<file path="src/rtl/permission_mode_spec_parser_macros.svh">
// assertion macros for the mode specification parser
`ifndef PERMISSION_MODE_SPEC_PARSER_MACROS_SVH
`define PERMISSION_MODE_SPEC_PARSER_MACROS_SVH

// antecedent implies consequent in the same cycle
`define PMSP_ASSERT_NOW(label, clk, rst_n, ante, cons) \
  label: assert property (@(posedge clk) disable iff (!rst_n) (ante) |-> (cons)) \
    else $error("assertion failed");

// antecedent implies consequent in the next cycle
`define PMSP_ASSERT_NEXT(label, clk, rst_n, ante, cons) \
  label: assert property (@(posedge clk) disable iff (!rst_n) (ante) |=> (cons)) \
    else $error("assertion failed");

`endif

</file>
<file path="src/rtl/pmsp_pkg.sv">
// shared types, constants and functions of the mode specification parser
package pmsp_pkg;

  localparam logic [8:0] ALL_BITS   = 9'o777;
  localparam logic [8:0] USER_BITS  = 9'o700;
  localparam logic [8:0] GROUP_BITS = 9'o070;
  localparam logic [8:0] OTHER_BITS = 9'o007;
  localparam logic [8:0] READ_BITS  = 9'o444;
  localparam logic [8:0] WRITE_BITS = 9'o222;
  localparam logic [8:0] EXEC_BITS  = 9'o111;

  localparam logic [2:0] MAX_DIGITS  = 3'd4;
  localparam logic [2:0] DIGIT_SATUR = 3'd5;

  typedef enum logic [1:0] {
    OP_ADD = 2'd0,
    OP_SUB = 2'd1,
    OP_SET = 2'd2
  } op_e;

  typedef struct packed {
    logic [7:0] spec_char;
    logic       is_last;
    logic [8:0] start_mode;
  } pmsp_in_t;

  typedef struct packed {
    logic [8:0] new_mode;
    logic       used_octal;
    logic       syntax_error;
  } pmsp_out_t;

  typedef struct packed {
    logic       at_string_start;
    logic       octal_valid;
    logic [8:0] octal_value;
    logic [2:0] octal_digit_count;
    logic       symbolic_valid;
    logic       clause_phase;
    logic [8:0] who_mask;
    logic [8:0] perm_bits;
    op_e        clause_operator;
    logic [8:0] working_mode;
  } parse_state_t;

  function automatic logic [8:0] apply_clause(input logic [8:0] who_mask,
                                              input logic [8:0] perm_bits,
                                              input op_e        op,
                                              input logic [8:0] mode);
    logic [8:0] who;
    logic [8:0] sel;
    logic [8:0] res;
    who = (who_mask == 9'd0) ? ALL_BITS : who_mask;
    sel = who & perm_bits;
    unique case (op)
      OP_ADD:  res = mode | sel;
      OP_SUB:  res = mode & ~sel;
      default: res = (mode & ~who) | sel;
    endcase
    return res & ALL_BITS;
  endfunction

endpackage

</file>
<file path="src/rtl/pmsp_step.sv">
// per-character parse update for octal and symbolic grammars
module pmsp_step
  import pmsp_pkg::*;
(
  input  parse_state_t state_i,
  input  pmsp_in_t     in_i,
  output parse_state_t state_o,
  output pmsp_out_t    result_o,
  output logic         result_valid_o
);

  localparam logic [7:0] CH_0     = 8'h30;
  localparam logic [7:0] CH_7     = 8'h37;
  localparam logic [7:0] CH_U     = 8'h75;
  localparam logic [7:0] CH_G     = 8'h67;
  localparam logic [7:0] CH_O     = 8'h6f;
  localparam logic [7:0] CH_A     = 8'h61;
  localparam logic [7:0] CH_PLUS  = 8'h2b;
  localparam logic [7:0] CH_MINUS = 8'h2d;
  localparam logic [7:0] CH_EQ    = 8'h3d;
  localparam logic [7:0] CH_R     = 8'h72;
  localparam logic [7:0] CH_W     = 8'h77;
  localparam logic [7:0] CH_X     = 8'h78;
  localparam logic [7:0] CH_COMMA = 8'h2c;

  parse_state_t st;
  pmsp_out_t    res;
  logic         is_digit;

  always_comb begin
    st = state_i;
    if (state_i.at_string_start) begin
      st.octal_valid       = 1'b1;
      st.octal_value       = 9'd0;
      st.octal_digit_count = 3'd0;
      st.symbolic_valid    = 1'b1;
      st.clause_phase      = 1'b0;
      st.who_mask          = 9'd0;
      st.perm_bits         = 9'd0;
      st.clause_operator   = OP_ADD;
      st.working_mode      = in_i.start_mode;
    end

    // octal grammar
    is_digit = (in_i.spec_char >= CH_0) && (in_i.spec_char <= CH_7);
    if (!is_digit) begin
      st.octal_valid = 1'b0;
    end else begin
      st.octal_value = {st.octal_value[5:0], in_i.spec_char[2:0]};
      if (st.octal_digit_count < DIGIT_SATUR) begin
        st.octal_digit_count = st.octal_digit_count + 3'd1;
      end
      if (st.octal_digit_count > MAX_DIGITS) begin
        st.octal_valid = 1'b0;
      end
    end

    // symbolic grammar
    if (st.symbolic_valid) begin
      if (!st.clause_phase) begin
        case (in_i.spec_char) inside
          CH_U: st.who_mask = st.who_mask | USER_BITS;
          CH_G: st.who_mask = st.who_mask | GROUP_BITS;
          CH_O: st.who_mask = st.who_mask | OTHER_BITS;
          CH_A: st.who_mask = st.who_mask | ALL_BITS;
          CH_PLUS, CH_MINUS, CH_EQ: begin
            st.clause_operator = (in_i.spec_char == CH_PLUS)  ? OP_ADD :
                                 (in_i.spec_char == CH_MINUS) ? OP_SUB : OP_SET;
            st.perm_bits       = 9'd0;
            st.clause_phase    = 1'b1;
          end
          default: st.symbolic_valid = 1'b0;
        endcase
      end else begin
        case (in_i.spec_char)
          CH_R: st.perm_bits = st.perm_bits | READ_BITS;
          CH_W: st.perm_bits = st.perm_bits | WRITE_BITS;
          CH_X: st.perm_bits = st.perm_bits | EXEC_BITS;
          CH_COMMA: begin
            st.working_mode = apply_clause(st.who_mask, st.perm_bits,
                                           st.clause_operator, st.working_mode);
            st.who_mask     = 9'd0;
            st.perm_bits    = 9'd0;
            st.clause_phase = 1'b0;
          end
          default: st.symbolic_valid = 1'b0;
        endcase
      end
    end

    // result on the last character
    res = '0;
    if (st.octal_valid && (st.octal_digit_count >= 3'd1) &&
        (st.octal_digit_count <= MAX_DIGITS)) begin
      res.new_mode   = st.octal_value;
      res.used_octal = 1'b1;
    end else if (st.symbolic_valid && st.clause_phase) begin
      res.new_mode = apply_clause(st.who_mask, st.perm_bits,
                                  st.clause_operator, st.working_mode);
    end else begin
      res.syntax_error = 1'b1;
    end

    st.at_string_start = in_i.is_last;
  end

  assign state_o        = st;
  assign result_o       = res;
  assign result_valid_o = in_i.is_last;

endmodule

</file>
<file path="src/rtl/permission_mode_spec_parser.sv">
// top level of the permission mode specification parser
// a final character's result passes through the input register and then the result register to the output
// accepts one character per cycle, stalling only when the result register is held
// the input register and result register each hold one transaction
// reset clears the pipeline; the first character after reset starts a new specification
// and samples start_mode
module permission_mode_spec_parser
  import pmsp_pkg::*;
(
  input  logic      clk_i,
  input  logic      rst_ni,
  input  logic      in_valid_i,
  output logic      in_stall_o,
  input  pmsp_in_t  in_data_i,
  output logic      out_valid_o,
  input  logic      out_stall_i,
  output pmsp_out_t out_data_o
);

`include "permission_mode_spec_parser_macros.svh"

  logic         s1_valid_q;
  pmsp_in_t     s1_q;
  parse_state_t st_q;
  parse_state_t st_d;
  logic         out_valid_q;
  pmsp_out_t    out_q;
  pmsp_out_t    step_res;
  logic         step_res_valid;
  logic         res_ready;
  logic         s1_adv;
  logic         in_accept;

  pmsp_step u_step (
    .state_i        (st_q),
    .in_i           (s1_q),
    .state_o        (st_d),
    .result_o       (step_res),
    .result_valid_o (step_res_valid)
  );

  assign res_ready  = !out_valid_q || !out_stall_i;
  assign s1_adv     = s1_valid_q && (!step_res_valid || res_ready);
  assign in_stall_o = s1_valid_q && !s1_adv;
  assign in_accept  = in_valid_i && !in_stall_o;

  always_ff @(posedge clk_i or negedge rst_ni) begin
    if (!rst_ni) begin
      s1_valid_q  <= 1'b0;
      out_valid_q <= 1'b0;
      st_q        <= '{at_string_start: 1'b1, octal_valid: 1'b1, octal_value: 9'd0,
                       octal_digit_count: 3'd0, symbolic_valid: 1'b1,
                       clause_phase: 1'b0, who_mask: 9'd0, perm_bits: 9'd0,
                       clause_operator: OP_ADD, working_mode: 9'd0};
    end else begin
      if (in_accept) begin
        s1_valid_q <= 1'b1;
      end else if (s1_adv) begin
        s1_valid_q <= 1'b0;
      end
      if (s1_adv) begin
        st_q <= st_d;
      end
      if (s1_adv && step_res_valid) begin
        out_valid_q <= 1'b1;
      end else if (!out_stall_i) begin
        out_valid_q <= 1'b0;
      end
    end
  end

  always_ff @(posedge clk_i) begin
    if (in_accept) begin
      s1_q <= in_data_i;
    end
    if (s1_adv && step_res_valid) begin
      out_q <= step_res;
    end
  end

  assign out_valid_o = out_valid_q;
  assign out_data_o  = out_q;

  `PMSP_ASSERT_NOW(a_err_zero_mode, clk_i, rst_ni,
                   out_valid_q && out_q.syntax_error, out_q.new_mode == 9'd0)
  `PMSP_ASSERT_NOW(a_octal_not_err, clk_i, rst_ni,
                   out_valid_q, !(out_q.used_octal && out_q.syntax_error))
  `PMSP_ASSERT_NEXT(a_last_restarts, clk_i, rst_ni,
                    s1_adv && s1_q.is_last, st_q.at_string_start)

endmodule
</file>
<file path="config.mk">
export PLATFORM = sky130hd
export DESIGN_NAME = permission_mode_spec_parser
export DESIGN_NICKNAME = d
export VERILOG_FILES = /design/src/rtl/pmsp_pkg.sv /design/src/rtl/pmsp_step.sv /design/src/rtl/permission_mode_spec_parser.sv
export VERILOG_INCLUDE_DIRS = /design/src /design/src/rtl
export SDC_FILE = /design/constraint.sdc
export NUM_CORES = 1
export LEC_CHECK = 0
export ABC_AREA = 0
export BUFFER_PORTS_ARGS = -buffer_cell sky130_fd_sc_hd__buf_2
export CAP_MARGIN = 10
export CORE_UTILIZATION = 64
export DETAILED_ROUTE_END_ITERATION = 12
export GPL_ROUTABILITY_DRIVEN = 0
export PLACE_DENSITY = 0.91
export SLEW_MARGIN = 25
export SYNTH_ARGS = -nofsm -noshare
export SYNTH_HDL_FRONTEND = slang
export SYNTH_SLANG_ARGS = --single-unit
</file>
<file path="constraint.sdc">
create_clock -name clk_i -period 8 [get_ports clk_i]
set_clock_uncertainty 0.15 [all_clocks]
set_input_delay 0.4 -clock clk_i [delete_from_list [all_inputs] [get_ports clk_i]]
set_output_delay 0.4 -clock clk_i [all_outputs]
set_load 0.01 [all_outputs]
</file>
* Yosys cells after proc, flatten, opt, wreduce, memory -nomap -nowiden
Index checks and enable logic that the tools add are counted.
Widths: inputs -> output; s select.
** Cells by class
- $add $sub $neg :: 1
- Magnitude comparators :: 6
- Eq/ne operators :: 14
- Multiplexer cells :: 46
- Bitwise gates (word level) :: 14
- Reduce and logical (&&, ||, !) cells :: 22
** Operators with widths (number)
- $mux 9 :: 10
- $eq 8x7->1 const B :: 7
- $mux 11 :: 5
- $and 9x9->9 :: 6
- $mux 44 :: 1
- $not 9->9 :: 4
- $or 9x9->9 :: 4
- $pmux 9 s2 :: 2
- $pmux 9 s4 :: 1
- $eq 8x6->1 const B :: 4
- $mux 31 :: 1
- $mux 20 :: 1
- $logic_not 9->1 :: 2
- $mux 1 :: 18
- $mux 12 :: 1
- $mux 10 :: 1
- $ge 8x6->1 const B :: 1
- $le 8x6->1 const B :: 1
- $logic_and 1x1->1 :: 8
- $mux 2 :: 3
- $mux 3 :: 2
- $logic_not 1->1 :: 5
- $eq 2x1->1 const B :: 2
- $logic_not 2->1 :: 2
- 10 further kinds :: 11
** Storage, ports and cells
- Register bits :: 76
- Input bits :: 22
- Output and inout port bits :: 13
- Logic and storage cells :: 121

* Longest topological paths before layout
- Word-level depth :: 18
- Mapped depth :: 12
- Depth with buffers taken out :: 8

* Hierarchy
Synthesis repeated with hierarchy kept, for this count alone.
** Second synthesis, totals
- Cells, all modules :: 579
- Area, all modules :: 5405.2 um^2
** By module, submodules not included
- permission_mode_spec_parser :: instances 1, cells each 295, area each 3544.6 um^2, seq. area each 2050.7 um^2
- pmsp_step :: instances 1, cells each 284, area each 1860.5 um^2, seq. area each 0.0 um^2

* Least setup slack after synthesis
OpenSTA, ideal clock, no wires.
- Kind :: register to register
- Start point :: reg st_q[44] (netlist name)
- End point :: reg out_q, in the netlist out_data_o[2] (data pin)
- Library setup time :: 256 ps
- Data arrival time :: 2630 ps
- Data required time :: 7594 ps
- Setup slack :: 4964 ps
- Stages on the path, launching flop included :: 13
- Buffers on the path :: 4
- Period minus slack after synthesis :: 3036 ps
- Cells stage by stage :: dfstp_2 > buf_2 > buf_2 > buf_2 > clkbuf_1 > nor2b_1 > ha_1 > nand4_1 > mux2_2 > nand3_1 > a21oi_1 > a32o_1 > a31o_2
** RTL lines
- start: declaration :: line permission_mode_spec_parser.sv:24 : parse_state_t st_q;
- start signal: assignment :: line permission_mode_spec_parser.sv:51 : st_q <= '{at_string_start: 1'b1, octal_valid: 1'b1, octal_value: 9'd0,
- start signal: assignment :: line permission_mode_spec_parser.sv:62 : st_q <= st_d;
- end signal: assignment :: line permission_mode_spec_parser.sv:77 : out_q <= step_res;
- end: declaration :: line permission_mode_spec_parser.sv:27 : pmsp_out_t out_q;

==> run metrics <==
Util after Layout=71.7%; synthesized area=4170 µm²; M1 GR Usage=43.7%; status=complete, no violations; worst path arrival time=3400 ps; Setup Viol. Count Final=0; Power Total=0.952 mW; root buffer cell=clkbuf_8; Clock transition at path regs=80 ps; Hold Violations, Final=0; Initial DRC Count=676; ANT nets after route=0; CP Launch Type=flip-flop; PortBufs=34; Worst Hold Class=input port to flip-flop; post_cts resized=0; initial antenna violation count=0; CP endpoint kind=flip-flop; P per Cell Area=210 nW/µm²; GR Util met2=52.4%; core area=6310 µm²; first-pass iteration count of the detailed router=7; critical-path cell list=nor2b_1, ha_1, nand4_1, mux2_2, xnor2_1, nand4_1, o31a_1, o21ai_0; met3 usage=9.34%; Synth Warn #=0; min cycle time layout=3360 ps; Post-synth EDFFs=29; antenna cells=0; count of cell types in the netlist=72; P_leak=1.87 nW; #FFs+latches synth=73; clock buffer depth=2; drt wl/cell=20.1 µm; clock tree sinks=73; chip height=82.8 µm; Buf/Inv on CP=0; CP max-delay cell=dfstp_2; nets@finish=472; Synth Flop Type=dfrtp_1; setup TNS=0 ps; GRT Resource Usage Total=33.9%; Critical Path Max Stage Delay=1130 ps; gr busiest metal=met2; Setup CP Type=flip-flop to flip-flop; Die Span X=82.8 µm; Cell Rows=29; Worst EP required=8040 ps; number of global-route vias before repair=3,486; layout cells sized above 1=16.7%; Post-Syn Area per Cell=9.68 µm²; fin. max-slew vios=0; P&R area growth vs syn=8.51%; Ports=35; DR vias/cell=7.08; commonest non-fill, non-tap cell in the layout=nand2_1; Max VDD drop=0.000137 V; Via Count=3,760; CTS H-tree lvls=3; post-route cell area=4530 µm²; cell count after synthesis=431; HPWL after DPL=7080 µm; pre-CTS WS=4790 ps; Initial Utilization=66.1%; global-route wire length before repair=16,900 µm; Fmax achieved=0.298 GHz; Final WS setup=4640 ps; Skew-Pair Late Insertion Delay=370 ps; Worst path top cell family by delay=flip-flops; Max Cap Viol=0; Synth async-reset ratio=60.3%; routed wire length=10,600 µm; Seq/Total Area, Yosys=47.3%; Slew @ Worst Pin=908 ps; largest net degree at the start of global routing=47; Crit Path Max Fanout=46; drt drc=0; RSZ-0062 raised after global routing=no; TritonCTS buffer count=9; CTS tree=done; global route total overflow=0; headroom to the max-slew limit=39.4%; placed inst area=4300 µm²; most frequent CP cell=nand4_1; die footprint=6850 µm²; syn nets=454; most frequent cells in the layout=65 x nand2_1, 42 x o21ai_0, 41 x dfrtp_1; Tcrit/Tclk final=42.0%
worst reg2reg max path, stage by stage (launching register included):
cell	delay (ps)
dfstp_2	1130
nor2b_1	180
ha_1	240
nand4_1	140
mux2_2	390
xnor2_1	470
nand4_1	230
o31a_1	160
o21ai_0	100
synth_stat cells (4+ instances only):
library cell	n	area, µm²
o21ai_1	5	25.0
o21ai_0	42	210
nand2_1	65	244
o31a_1	6	52.6
nor3_1	6	30.0
edfxtp_1	29	871
nand4_1	8	50.1
a32o_1	5	50.1
mux2_2	8	90.1
a21o_1	16	120
nor2b_1	8	50.1
a22o_1	4	35.0
clkbuf_1	14	52.6
nor2_1	23	86.3
nand2b_1	7	43.8
o21a_1	5	37.5
inv_1	5	18.8
a21oi_1	22	110
o211ai_1	7	52.6
buf_2	10	50.1
nand3_1	8	40.0
dfrtp_1	41	1030
metal layers:
layer,up-vias,wire (µm)
met2,259,4890
met1,1780,4330
met5,-,0
met3,59,1030
met4,0,400
li1,1662,-
where the power goes:
part           leakage (nW)  switching [mW]  total, mW  internal (mW)
clock network         0.104           0.140      0.316          0.176
registers             0.859          0.0436      0.472          0.428
logic                 0.910          0.0984      0.164         0.0658
logic make-up after synthesis:
logic type	synth area share (%)
compound gates	25.0
xor+xnor	0.839
fa+ha+maj	0.300
buf+inv	3.99
flops	47.3
mux	2.64
simple gates	19.9
registers in the layout, summed over array words and instances (netlist names):
| register | flops |
|---|---|
| s1_valid_q | 1 |
| out_valid_o | 1 |
| s1_q | 18 |
| st_q | 42 |
| out_data_o | 11 |
cell type report:
type,instances,area (µm²)
Tap cell,77,96.3
Multi-Input combinational cell,323,2030
Timing Repair Buffer,36,190
Sequential cell,73,1980
Clock buffer,11,131
Clock inverter,5,81.3
Fill cell,447,1780
Inverter,6,22.5
through the flow:
stage | cells | hold slack, ps
final | 531 | 60.2
after global routing | 531 | 50.4
after CTS | 530 | 58.0
after detailed placement | 514 | 309
after global placement | 514 | 305
after floorplan | 431 | -45.6
final timing paths:
path	start	cells past startpoint	slack, ps	to
worst max-delay path	st_q[44]	8	4640	out_data_o[5]
worst min-delay path	in_data_i[4]	1	60	s1_q[4]
worst max register to register	st_q[44]	8	4640	out_data_o[5]
worst min register to register	st_q[5]	2	320	st_q[5]
max in group asynchronous	rst_ni	2	6860	st_q[20]
min in group asynchronous	rst_ni	2	410	st_q[37]
timing repair:
| item | 4_1_cts | 5_1_grt |
|---|---|---|
| hold buffers | 0 | 1 |
| setup buffers | 0 | 0 |
| hold endpoints to repair | 0 | 41 |
(Power assumes the default switching activity.)
